**src/design/lindley_queue_delay_estimator_defines.svh**
```systemverilog
// assertion helpers used by the top-level design file
`ifndef LINDLEY_QUEUE_DELAY_ESTIMATOR_DEFINES_SVH
`define LINDLEY_QUEUE_DELAY_ESTIMATOR_DEFINES_SVH

`ifndef SYNTHESIS
`define LQDE_ASSERT(label, cond) \
  label: assert property (@(posedge clk) disable iff (rst) (cond)) \
    else $error("lqde check failed");
`define LQDE_ASSERT_IMPL(label, ante, cons) \
  label: assert property (@(posedge clk) disable iff (rst) (ante) |-> (cons)) \
    else $error("lqde check failed");
`else
`define LQDE_ASSERT(label, cond)
`define LQDE_ASSERT_IMPL(label, ante, cons)
`endif

`endif

```
**src/design/lqde_pkg.sv**
```systemverilog
package lqde_pkg;

  localparam int TIME_BITS = 48;
  localparam int SIZE_BITS = 16;
  localparam int RATE_BITS = 20;
  localparam logic [RATE_BITS-1:0] RATE_RESET = 20'd1000;
  localparam int BITS_PER_BYTE_NS = 8000;
  // 65535 * 8000 fits in 29 bits
  localparam int SERVICE_BITS = 29;
  localparam int DIGIT_BITS = 4;
  localparam int DIGITS = TIME_BITS / DIGIT_BITS;
  localparam int DIGIT_CNT_BITS = $clog2(DIGITS);
  localparam int DIV_CNT_BITS = $clog2(SERVICE_BITS);

  typedef struct packed {
    logic busy;
    logic done;
  } unit_status_t;

  typedef struct packed {
    logic sum_carry;
    logic borrow;
  } alu_flags_t;

endpackage

```
**src/design/lindley_queue_delay_estimator.sv**
```systemverilog
// Lindley-recurrence queueing delay estimator. Each packet transfer carries arrival time,
// size and current time; the block returns one saturated delay per packet plus a flag for
// an arrival earlier than the previous one, never set on a head-of-line packet. Service time,
// size*8000 over the link rate in Mbit/s, comes from a bit-serial restoring divider; the
// interarrival difference runs in the 4-bit digit-serial adder during the division, and the
// final delay takes a second pass of that adder; the next packet waits for both passes.
// The result sits in an output register, so a new packet is accepted while the previous
// delay still waits. A link rate of 0 acts as 1; write it only while idle.
`include "lindley_queue_delay_estimator_defines.svh"

module lindley_queue_delay_estimator
  import lqde_pkg::*;
(
  input  logic                 clk,
  input  logic                 rst,
  input  logic                 s_tvalid,
  output logic                 s_tready,
  input  logic [111:0]         s_tdata,   // arrival_ns[47:0], size_bytes[63:48], now_ns[111:64]
  input  logic                 s_tuser,   // head_of_line
  output logic                 m_tvalid,
  input  logic                 m_tready,
  output logic [TIME_BITS-1:0] m_tdata,   // delay_ns[47:0]
  output logic                 m_tuser,   // order_error
  input  logic                 cfg_valid,
  output logic                 cfg_ready,
  input  logic [RATE_BITS-1:0] cfg_data   // link rate in mbit/s
);

  localparam logic [1:0] S_IDLE = 2'd0;
  localparam logic [1:0] S_DIV  = 2'd1;
  localparam logic [1:0] S_ALU  = 2'd2;
  localparam logic [1:0] S_HOLD = 2'd3;

  logic [1:0]            state;
  logic [RATE_BITS-1:0]  rate_mbps;
  logic [TIME_BITS-1:0]  running_delay;
  logic [TIME_BITS-1:0]  previous_arrival;
  logic                  head_reg;
  logic [TIME_BITS-1:0]  arr_reg;
  logic [TIME_BITS-1:0]  now_reg;
  logic [TIME_BITS-1:0]  ia_reg;
  logic                  err_reg;
  logic [TIME_BITS-1:0]  delay_res;
  logic                  err_res;

  logic                  in_xfer;
  logic [TIME_BITS-1:0]  in_arrival;
  logic [SIZE_BITS-1:0]  in_size;
  logic [TIME_BITS-1:0]  in_now;
  logic [SERVICE_BITS-1:0] product;

  logic                  div_start;
  logic [SERVICE_BITS-1:0] quotient;
  unit_status_t          div_st;

  logic                  alu_start;
  logic [TIME_BITS-1:0]  alu_x;
  logic [TIME_BITS-1:0]  alu_y;
  logic [TIME_BITS-1:0]  alu_z;
  logic [TIME_BITS-1:0]  alu_result;
  alu_flags_t            alu_fl;
  unit_status_t          alu_st;

  logic                  pass2_start;
  logic [TIME_BITS-1:0]  pass2_x;
  logic [TIME_BITS-1:0]  pass2_z;
  logic [TIME_BITS-1:0]  delay_next;
  logic                  out_free;

  assign in_arrival = s_tdata[47:0];
  assign in_size    = s_tdata[63:48];
  assign in_now     = s_tdata[111:64];

  assign s_tready  = (state == S_IDLE);
  assign in_xfer   = s_tvalid && s_tready;
  assign cfg_ready = 1'b1;
  assign out_free  = !m_tvalid || m_tready;

  assign product = SERVICE_BITS'(in_size) * SERVICE_BITS'(BITS_PER_BYTE_NS);

  assign div_start   = in_xfer;
  assign pass2_start = (state == S_DIV) && div_st.done;
  assign alu_start   = in_xfer || pass2_start;

  // head packet: now + svc - arrival; later ones: delay + svc - interarrival (0 if out of order)
  assign pass2_x = head_reg ? now_reg : running_delay;
  assign pass2_z = head_reg ? arr_reg : (err_reg ? '0 : ia_reg);

  always_comb begin
    if (state == S_IDLE) begin
      alu_x = in_arrival;
      alu_y = '0;
      alu_z = previous_arrival;
    end else begin
      alu_x = pass2_x;
      alu_y = TIME_BITS'(quotient);
      alu_z = pass2_z;
    end
  end

  // sum overflow saturates to all ones, so the delay is then simply ~z
  always_comb begin
    if (alu_fl.sum_carry) begin
      delay_next = ~pass2_z;
    end else if (alu_fl.borrow) begin
      delay_next = '0;
    end else begin
      delay_next = alu_result;
    end
  end

  lqde_divider u_div (
    .clk      (clk),
    .rst      (rst),
    .start    (div_start),
    .dividend (product),
    .divisor  (rate_mbps),
    .quotient (quotient),
    .status   (div_st)
  );

  lqde_digit_alu u_alu (
    .clk    (clk),
    .rst    (rst),
    .start  (alu_start),
    .x      (alu_x),
    .y      (alu_y),
    .z      (alu_z),
    .result (alu_result),
    .flags  (alu_fl),
    .status (alu_st)
  );

  always_ff @(posedge clk) begin
    if (rst) begin
      state            <= S_IDLE;
      rate_mbps        <= RATE_RESET;
      running_delay    <= '0;
      previous_arrival <= '0;
      m_tvalid         <= 1'b0;
    end else begin
      if (cfg_valid && cfg_ready) begin
        rate_mbps <= cfg_data;
      end
      // a new result may replace the one leaving in the same cycle
      if (state == S_HOLD && out_free) begin
        m_tvalid <= 1'b1;
      end else if (m_tvalid && m_tready) begin
        m_tvalid <= 1'b0;
      end
      case (state)
        S_IDLE: begin
          if (in_xfer) begin
            state <= S_DIV;
          end
        end
        S_DIV: begin
          if (div_st.done) begin
            state <= S_ALU;
          end
        end
        S_ALU: begin
          if (alu_st.done) begin
            running_delay    <= delay_next;
            previous_arrival <= arr_reg;
            state            <= S_HOLD;
          end
        end
        S_HOLD: begin
          if (out_free) begin
            state <= S_IDLE;
          end
        end
        default: state <= S_IDLE;
      endcase
    end
  end

  always_ff @(posedge clk) begin
    if (in_xfer) begin
      head_reg <= s_tuser;
      arr_reg  <= in_arrival;
      now_reg  <= in_now;
    end
    // first pass finishes while the divider is still running
    if (state == S_DIV && alu_st.done) begin
      ia_reg  <= alu_result;
      err_reg <= alu_fl.borrow;
    end
    if (state == S_ALU && alu_st.done) begin
      delay_res <= delay_next;
      err_res   <= !head_reg && err_reg;
    end
    if (state == S_HOLD && out_free) begin
      m_tdata <= delay_res;
      m_tuser <= err_res;
    end
  end

  `LQDE_ASSERT_IMPL(a_idle_units_quiet, state == S_IDLE, !div_st.busy && !alu_st.busy)
  `LQDE_ASSERT_IMPL(a_out_from_hold, $rose(m_tvalid), $past(state) == S_HOLD)
  `LQDE_ASSERT_IMPL(a_head_no_error, state == S_HOLD && head_reg, !err_res)
  `LQDE_ASSERT_IMPL(a_svc_in_alu, state == S_ALU, alu_st.busy || alu_st.done)
  `LQDE_ASSERT_IMPL(a_svc_stable, state == S_ALU, $stable(quotient))

endmodule

```
**src/design/lqde_divider.sv**
```systemverilog
module lqde_divider
  import lqde_pkg::*;
(
  input  logic                    clk,
  input  logic                    rst,
  input  logic                    start,
  input  logic [SERVICE_BITS-1:0] dividend,
  input  logic [RATE_BITS-1:0]    divisor,
  output logic [SERVICE_BITS-1:0] quotient,
  output unit_status_t            status
);

  localparam logic [DIV_CNT_BITS-1:0] DIV_LAST = DIV_CNT_BITS'(SERVICE_BITS - 1);

  logic [SERVICE_BITS-1:0] quo_sh;
  logic [RATE_BITS-1:0]    rem;
  logic [RATE_BITS-1:0]    dvs;
  logic [DIV_CNT_BITS-1:0] cnt;
  logic                    busy;
  logic                    done;

  logic [RATE_BITS:0]      trial;
  logic [RATE_BITS+1:0]    diff;
  logic                    fits;
  logic [RATE_BITS-1:0]    rem_next;

  // restoring division, one quotient bit per cycle
  always_comb begin
    trial    = {rem, quo_sh[SERVICE_BITS-1]};
    diff     = {1'b0, trial} - {2'b00, dvs};
    fits     = !diff[RATE_BITS+1];
    rem_next = fits ? diff[RATE_BITS-1:0] : trial[RATE_BITS-1:0];
  end

  always_ff @(posedge clk) begin
    if (rst) begin
      busy <= 1'b0;
      done <= 1'b0;
      cnt  <= '0;
    end else begin
      done <= 1'b0;
      if (start) begin
        busy <= 1'b1;
        cnt  <= '0;
      end else if (busy) begin
        cnt <= cnt + 1'b1;
        if (cnt == DIV_LAST) begin
          busy <= 1'b0;
          done <= 1'b1;
        end
      end
    end
  end

  always_ff @(posedge clk) begin
    if (start) begin
      quo_sh <= dividend;
      rem    <= '0;
      // zero rate runs as one
      dvs    <= (divisor == '0) ? RATE_BITS'(1) : divisor;
    end else if (busy) begin
      quo_sh <= {quo_sh[SERVICE_BITS-2:0], fits};
      rem    <= rem_next;
    end
  end

  assign quotient    = quo_sh;
  assign status.busy = busy;
  assign status.done = done;

endmodule

```
**src/design/lqde_digit_alu.sv**
```systemverilog
module lqde_digit_alu
  import lqde_pkg::*;
(
  input  logic                 clk,
  input  logic                 rst,
  input  logic                 start,
  input  logic [TIME_BITS-1:0] x,
  input  logic [TIME_BITS-1:0] y,
  input  logic [TIME_BITS-1:0] z,
  output logic [TIME_BITS-1:0] result,
  output alu_flags_t           flags,
  output unit_status_t         status
);

  localparam logic [DIGIT_CNT_BITS-1:0] DIGIT_LAST = DIGIT_CNT_BITS'(DIGITS - 1);

  logic [TIME_BITS-1:0]      xs;
  logic [TIME_BITS-1:0]      ys;
  logic [TIME_BITS-1:0]      zs;
  logic [TIME_BITS-1:0]      rs;
  logic                      c1;
  logic                      b2;
  logic [DIGIT_CNT_BITS-1:0] cnt;
  logic                      busy;
  logic                      done;

  logic [DIGIT_BITS:0]       s;
  logic [DIGIT_BITS:0]       d;

  // x + y - z, low digit first, carry and borrow kept apart
  always_comb begin
    s = {1'b0, xs[DIGIT_BITS-1:0]} + {1'b0, ys[DIGIT_BITS-1:0]} + (DIGIT_BITS+1)'(c1);
    d = {1'b0, s[DIGIT_BITS-1:0]} - {1'b0, zs[DIGIT_BITS-1:0]} - (DIGIT_BITS+1)'(b2);
  end

  always_ff @(posedge clk) begin
    if (rst) begin
      busy <= 1'b0;
      done <= 1'b0;
      cnt  <= '0;
    end else begin
      done <= 1'b0;
      if (start) begin
        busy <= 1'b1;
        cnt  <= '0;
      end else if (busy) begin
        cnt <= cnt + 1'b1;
        if (cnt == DIGIT_LAST) begin
          busy <= 1'b0;
          done <= 1'b1;
        end
      end
    end
  end

  always_ff @(posedge clk) begin
    if (start) begin
      xs <= x;
      ys <= y;
      zs <= z;
      c1 <= 1'b0;
      b2 <= 1'b0;
    end else if (busy) begin
      xs <= xs >> DIGIT_BITS;
      ys <= ys >> DIGIT_BITS;
      zs <= zs >> DIGIT_BITS;
      rs <= {d[DIGIT_BITS-1:0], rs[TIME_BITS-1:DIGIT_BITS]};
      c1 <= s[DIGIT_BITS];
      b2 <= d[DIGIT_BITS];
    end
  end

  assign result          = rs;
  assign flags.sum_carry = c1;
  assign flags.borrow    = b2;
  assign status.busy     = busy;
  assign status.done     = done;

endmodule
```
**config.mk**
```make
export PLATFORM = sky130hd
export DESIGN_NAME = lindley_queue_delay_estimator
export DESIGN_NICKNAME = d
export VERILOG_FILES = /design/src/design/lqde_pkg.sv /design/src/design/lindley_queue_delay_estimator.sv /design/src/design/lqde_divider.sv /design/src/design/lqde_digit_alu.sv
export VERILOG_INCLUDE_DIRS = /design/src /design/src/design
export SDC_FILE = /design/constraint.sdc
export NUM_CORES = 1
export LEC_CHECK = 0
export BUFFER_PORTS_ARGS = -buffer_cell sky130_fd_sc_hd__buf_4
export CAP_MARGIN = 20
export CORE_MARGIN = 2
export CORE_UTILIZATION = 45
export DETAILED_ROUTE_END_ITERATION = 7
export MAX_ROUTING_LAYER = met4
export PLACE_DENSITY_LB_ADDON = 0.1
export SLEW_MARGIN = 20
export SYNTH_ARGS = -nofsm -noshare
export SYNTH_HDL_FRONTEND = slang
export SYNTH_SLANG_ARGS = --single-unit
```
**constraint.sdc**
```tcl
create_clock -name clk -period 5.95 [get_ports clk]
set_clock_uncertainty 0.2 [all_clocks]
set_input_delay 0.8925 -clock clk [delete_from_list [all_inputs] [get_ports clk]]
set_output_delay 0.8925 -clock clk [all_outputs]
set_load 0.02 [all_outputs]
```
==> results of run 1 <==
layout by cell type (no fill, tap or decap), types with 10 or more instances in the layout:
cell type / count
xor2_1: 21
o21ai_1: 10
a21o_1: 18
a22oi_1: 47
xnor2_1: 19
inv_1: 125
nor3_1: 10
mux2i_1: 74
clkbuf_16: 70
nand2_1: 355
nor2b_1: 13
ha_1: 86
o21ai_0: 180
fa_1: 59
dfxtp_1: 158
nor2_1: 113
a22o_1: 73
edfxtp_1: 460
buf_4: 207
clkbuf_1: 22
nand3_1: 33
a21oi_1: 195
clkinv_2: 11
a211o_1: 10
a211oi_1: 11
metrics by stage:
step	setup WS (ns)	area (sq um)	util, %	total power, W	hold slack, ns
after floorplan	0.387	27600	-	0.0105	0.200
after global placement	0.561	29600	49.0	0.0121	0.204
after detailed placement	0.475	29600	49.0	0.0122	0.205
after CTS	1.10	31800	52.6	0.0164	0.213
after global routing	0.844	31800	52.6	0.0172	0.218
final	1.08	31800	52.6	0.0162	0.212
metal layers:
metal / up-vias / GRT usage, % / share of wire (%)
met4: 0 / 5.24 / 2.1
met1: 8914 / 27.4 / 43
li1: 8594 / - / -
met2: 384 / 35.9 / 50
met5: - / - / 0
met3: 89 / 3.33 / 4.5
kinds of logic after synthesis:
family	Yosys count	share of synthesized area (%)
flops	620	61.7
compound gates	592	13.3
simple gates	582	8.87
buf+inv	280	3.99
fa+ha+maj	146	8.23
mux	74	2.68
xor+xnor	40	1.27
other cells	1	0.0136
cell type report:
cell class	instances	area (sq um)
antenna	1	2.50
tap	782	978
multi-input combinational	1435	9550
clock buffer	97	1900
inverter	129	497
fill	5207	28600
timing repair buffer	209	1590
sequential	620	17000
clock inverter	27	283
synth_stat cells (11+ instances only):
master,number
edfxtp_1,460
nand2_1,357
a21oi_1,196
o21ai_0,180
dfxtp_1,160
inv_1,126
nor2_1,116
clkbuf_1,113
ha_1,87
mux2i_1,74
a22o_1,73
fa_1,59
a22oi_1,47
nand3_1,33
xor2_1,21
xnor2_1,19
a21o_1,18
buf_2,18
buf_1,16
nor2b_1,14
a211oi_1,11
how the worst max path moves through the flow:
stage | end | slack (ns) | start
floorplan | arr_reg[0]$_DFFE_PP_ | 0.39 | state[0]$_SDFFE_PP0P_
global placement | u_div.quotient[24]$_DFFE_PP_ | 0.56 | s_tdata[53]
detailed placement | u_div.quotient[24]$_DFFE_PP_ | 0.48 | s_tdata[53]
CTS | u_div.quotient[24]$_DFFE_PP_ | 1.10 | s_tdata[53]
global route | u_div.quotient[24]$_DFFE_PP_ | 0.84 | s_tdata[55]
finish | u_div.quotient[24]$_DFFE_PP_ | 1.08 | s_tdata[53]
power groups by stage:
stage               Combinational [W]  Sequential (W)  Clock (W)
floorplan                     0.00403         0.00651          0
global placement              0.00544         0.00664          0
detailed placement            0.00552         0.00664          0
CTS                           0.00555         0.00657    0.00425
global route                  0.00619         0.00665    0.00441
finish                        0.00548         0.00656    0.00417
worst max-delay path, cell delays in order:
cell,delay (ns)
buf_4,0.12
inv_1,0.21
fa_1,0.50
fa_1,0.55
fa_1,0.44
fa_1,0.51
inv_1,0.04
ha_1,0.35
a211o_1,0.33
o21a_1,0.25
a211o_1,0.35
a21oi_1,0.18
xor2_1,0.15
o21ai_0,0.08
==> flow_metrics.py, run 1 <==
metrics = {
    "worst_setup_path": {
        "cp.required_ns": 6.05,
        "worstReg2RegStart": "u_alu.c1$_SDFFE_PN0P_",
        "crit_type": "in -> reg",
        "ff2ff_path_depth": 9,
        "startpoint_type": "primary input",
        "reg2reg_slack_ns": 2.31,
        "crit_fanout": 5,
        "endpoint_kind": "flop",
        "cp_data_arrival_time_ns": 4.97,
        "timing.rr.end": "u_alu.b2$_SDFFE_PN0P_",
    },
    "global_route": {
        "grt_pass1_wl_um": 103000,
        "grt_usage_pct": 21.4,
        "grt_max_degree": 213,
        "antenna_found_initial": 1,
        "grt_remaining_overflow": 0,
        "grt_pass1_vias": 18100,
    },
    "route": {
        "wl_per_cell_um": 20.0,
        "drc": 0,
        "dr.pass1.iters": 5,
        "routed_wl_um": 65900,
        "drtIter0Drc": 1129,
        "via_count": 18000,
        "drtAntennaViolNets": 0,
        "vias_per_cell": 5.45,
    },
    "clock_network": {
        "worst_skew_pair.late_latency_ns": 0.59,
        "postCtsSetupRepairBufs": 0,
        "clock-root-buffer": "clkbuf_16",
        "cts_tree": "yes",
        "ctsHoldBuffers": 0,
        "cts_resized": 0,
        "htreeDepth": 3,
        "cts.sinks": 620,
        "cts_buffer_depth": 3,
        "numCtsBuffers": 68,
        "clkTransAtPathRegs_ns": 0.06,
    },
    "synthesis": {
        "ys.warnings.count": 0,
        "synthTopCellsByArea": "edfxtp_1 (50%), dfxtp_1 (12%), nand2_1 (4.9%), fa_1 (4.3%), ha_1 (3.9%)",
        "async_flop_share_pct": 0,
        "synth.top_cell.area_share_pct": 50.1,
        "yosys_register_bits": 620,
        "synth_area_leader_cell": "edfxtp_1",
        "ys_types": 67,
        "synth.avg_cell_area_sq_um": 11.8,
        "synth_area_sq_um": 27600,
        "synth_edf_count": 460,
        "ys.flop_type": "edfxtp_1",
        "synthCells": 2335,
        "ys_seq_area_share_pct": 61.7,
        "syn_nets": 2619,
    },
    "power": {
        "pwr-share-seq_pct": 40.5,
        "sw_frac_of_total_pct": 35.0,
        "peakVddDrop_mv": 0.313,
        "internal-power_w": 0.0105,
        "p_clk_share_pct": 25.7,
        "p_sw_w": 0.00567,
        "powerDensity_nw_per_um2": 509,
        "leakagePower_nw": 12.1,
        "p_comb_share_pct": 33.8,
    },
    "placement": {
        "dp_cells": 3175,
        "dp_hpwl_um": 41100,
        "gp_congestion": 0.852,
        "place.port_buffers": 188,
    },
    "sta": {
        "maxSlewViolCount": 0,
        "finalSetupViolations": 0,
        "slew_headroom_pct": 28.3,
        "tightest_slew_ns": 1.08,
        "max_freq_mhz": 205,
        "period_needed_ns": 4.87,
        "rsz0062_at_grt": "no",
        "fin_crit_sh_pct": 81.8,
        "finalSetupTns_ns": 0,
        "hold_viol": 0,
    },
    "hold_path": {
        "hold_depth": 0,
        "whs_endpoint": "m_tdata[8]$_DFFE_PP_",
        "hold_path_class": "reg -> reg",
        "min_from": "delay_res[8]$_DFFE_PP_",
    },
    "floorplanning": {
        "fp-row-count": 90,
        "die_width_um": 252,
        "ioPinCount": 190,
        "fp.coreArea_sq_um": 60500,
        "die_area_sq_um": 63300,
        "initial_core_util_pct": 45.6,
        "die_h_um": 252,
    },
    "layout": {
        "syn_to_final_growth_pct": 15.3,
        "final_layout_size_suffix_gt1_share_pct": 13.3,
        "nets": 2747,
        "instances_no_fill": 3300,
    },
    "status": {
        "status": "finished clean",
    },
    "run": {
        "cap_violations": 0,
    },
}
(Power assumes the default switching activity.)
==> run 2, diff against run 1 <==
==> constraint.sdc (replaced) <==
create_clock -name clk -period 4.7 [get_ports clk]
set_clock_uncertainty 0.2 [all_clocks]
set_input_delay 0.705 -clock clk [delete_from_list [all_inputs] [get_ports clk]]
set_output_delay 0.705 -clock clk [all_outputs]
set_load 0.02 [all_outputs]
==> run 2 against run 1 <==
Cell count increased by 1.5%; total power grew 30%; design area increased by 1.8%; worst setup slack worse by 0.83 ns; critical path type unchanged; combinational power rose by 34%; first-iteration DRC count rose by 4.1%; sequential power is 26% higher; count of clock-buffer cells in the layout down 2; critical path depth did not move; utilization is 0.92 points higher; die area unchanged; clock power up 28%.
==> flow_metrics.py, run 2 (same netlist as run 1, synthesis figures left out) <==
metrics = {
    "worst_setup_path": {
        "slowest_delay_ns": 0.53,
        "crit_slowest_cell": "fa_1",
        "endpoint_kind": "flop",
        "crit_family": "adder cells",
        "crit_fanout": 4,
        "crit_buf_inv": 3,
        "crit_type": "in -> reg",
        "cp_data_arrival_time_ns": 4.57,
        "cp.required_ns": 4.82,
        "startpoint_type": "primary input",
        "worstPathCellList": "buf_4 > fa_1 > fa_1 > inv_1 > fa_1 > fa_1 > inv_1 > ha_1 > a21o_1 > a2111oi_4 > o211ai_2 > a21oi_1 > xor2_1 > o21ai_0",
        "path_common_cell": "fa_1",
    },
    "global_route": {
        "grt_pass1_vias": 18400,
        "grt_usage_pct": 21.5,
        "antenna_found_initial": 0,
        "grt_remaining_overflow": 0,
        "grt_max_degree": 213,
        "grt_pass1_wl_um": 103000,
    },
    "floorplanning": {
        "ioPinCount": 190,
        "die_h_um": 252,
        "initial_core_util_pct": 45.6,
        "fp-row-count": 90,
        "die_area_sq_um": 63300,
        "fp.coreArea_sq_um": 60500,
        "die_width_um": 252,
    },
    "power": {
        "powerDensity_nw_per_um2": 649,
        "peakVddDrop_mv": 0.558,
        "leakagePower_nw": 12.4,
    },
    "route": {
        "drtAntennaViolNets": 0,
        "drtIter0Drc": 1175,
        "wl_per_cell_um": 19.8,
        "vias_per_cell": 5.43,
        "dr.pass1.iters": 6,
        "via_count": 18200,
        "routed_wl_um": 66300,
        "drc": 0,
    },
    "sta": {
        "finalSetupViolations": 0,
        "finalSetupTns_ns": 0,
        "max_freq_mhz": 225,
        "hold_viol": 0,
        "fin_ws_ns": 0.250,
        "maxSlewViolCount": 0,
        "slew_headroom_pct": 28.0,
        "fin_crit_sh_pct": 94.7,
        "tightest_slew_ns": 1.08,
        "period_needed_ns": 4.45,
        "rsz0062_at_grt": "no",
    },
    "placement": {
        "place.port_buffers": 188,
        "dpl_worst_slack_ns": -0.386,
        "dp_cells": 3225,
        "gp_congestion": 0.843,
        "dp_hpwl_um": 40800,
    },
    "clock_network": {
        "cts.sinks": 620,
        "postCtsSetupRepairBufs": 0,
        "cts_buffer_depth": 3,
        "worst_skew_pair.late_latency_ns": 0.60,
        "numCtsBuffers": 68,
        "clock-root-buffer": "clkbuf_16",
        "ctsHoldBuffers": 0,
        "clkTransAtPathRegs_ns": 0.06,
        "htreeDepth": 3,
        "cts_resized": 0,
        "cts_tree": "yes",
    },
    "layout": {
        "syn_to_final_growth_pct": 17.4,
        "nets": 2797,
        "num_antenna_cells": 0,
        "layout_common_cells": "edfxtp_1 (460), nand2_1 (355), buf_4 (252)",
        "final_core_util_pct": 53.6,
        "instances_no_fill": 3348,
        "layout_commonest_cell": "edfxtp_1",
        "final_layout_size_suffix_gt1_share_pct": 15.8,
        "fillers": 5242,
    },
    "status": {
        "status": "finished clean",
    },
    "run": {
        "cap_violations": 0,
    },
    "hold_path": {
        "hold_path_class": "in -> reg",
    },
}
==> run 2: changes by cell type in the layout (fill, tap and decap cells not counted), moves of 3 or more <==
cell	change
clkinv_2	+3
buf_12	+5
clkbuf_8	+7
buf_4	+45
inv_1	-3
clkinvlp_4	+3
ha_4	+3
clkbuf_1	-9
ha_1	-5
==> run 2: metal layers <==
layer  up-vias  routed length [um]  GRT usage (%)
li1       8688                   -              -
met3       112                2810           3.17
met4         0                1610           6.31
met1      8978               28700           27.0
met2       416               33100           36.1
met5         -                   0              -
==> run 2: report_power, final <==
part           switching, W  internal (W)
Clock               0.00219       0.00316
Sequential         0.000606       0.00769
Combinational       0.00449       0.00288
Total               0.00729        0.0137
==> run 2: worst paths after layout <==
path / from / end / slack, ns / cells past startpoint
worst min-delay path: s_tdata[85] / now_reg[21]$_DFFE_PP_ / 0.07 / 1
worst max-delay path: s_tdata[48] / u_div.quotient[27]$_DFFE_PP_ / 0.25 / 14
worst max register to register: u_alu.c1$_SDFFE_PN0P_ / u_alu.b2$_SDFFE_PN0P_ / 1.52 / 8
worst min register to register: delay_res[16]$_DFFE_PP_ / m_tdata[16]$_DFFE_PP_ / 0.21 / 0
==> run 2: cell type report <==
type | instances | area, sq um | share of cell area (%)
clock inverter | 28 | 280 | 0.866
inverter | 129 | 508 | 1.57
sequential | 620 | 17000 | 52.6
timing repair buffer | 259 | 2030 | 6.27
multi-input combinational | 1435 | 9600 | 29.6
tap | 782 | 978 | 3.02
clock buffer | 95 | 1970 | 6.07
==> run 2: per-stage QoR <==
stage	power, W	hold WS [ns]	area (sq um)
global route	0.0224	0.0455	32400
floorplan	0.0134	0.200	27700
CTS	0.0213	0.0414	32400
detailed placement	0.0159	0.206	30100
global placement	0.0157	0.202	30100
finish	0.0210	0.0743	32400
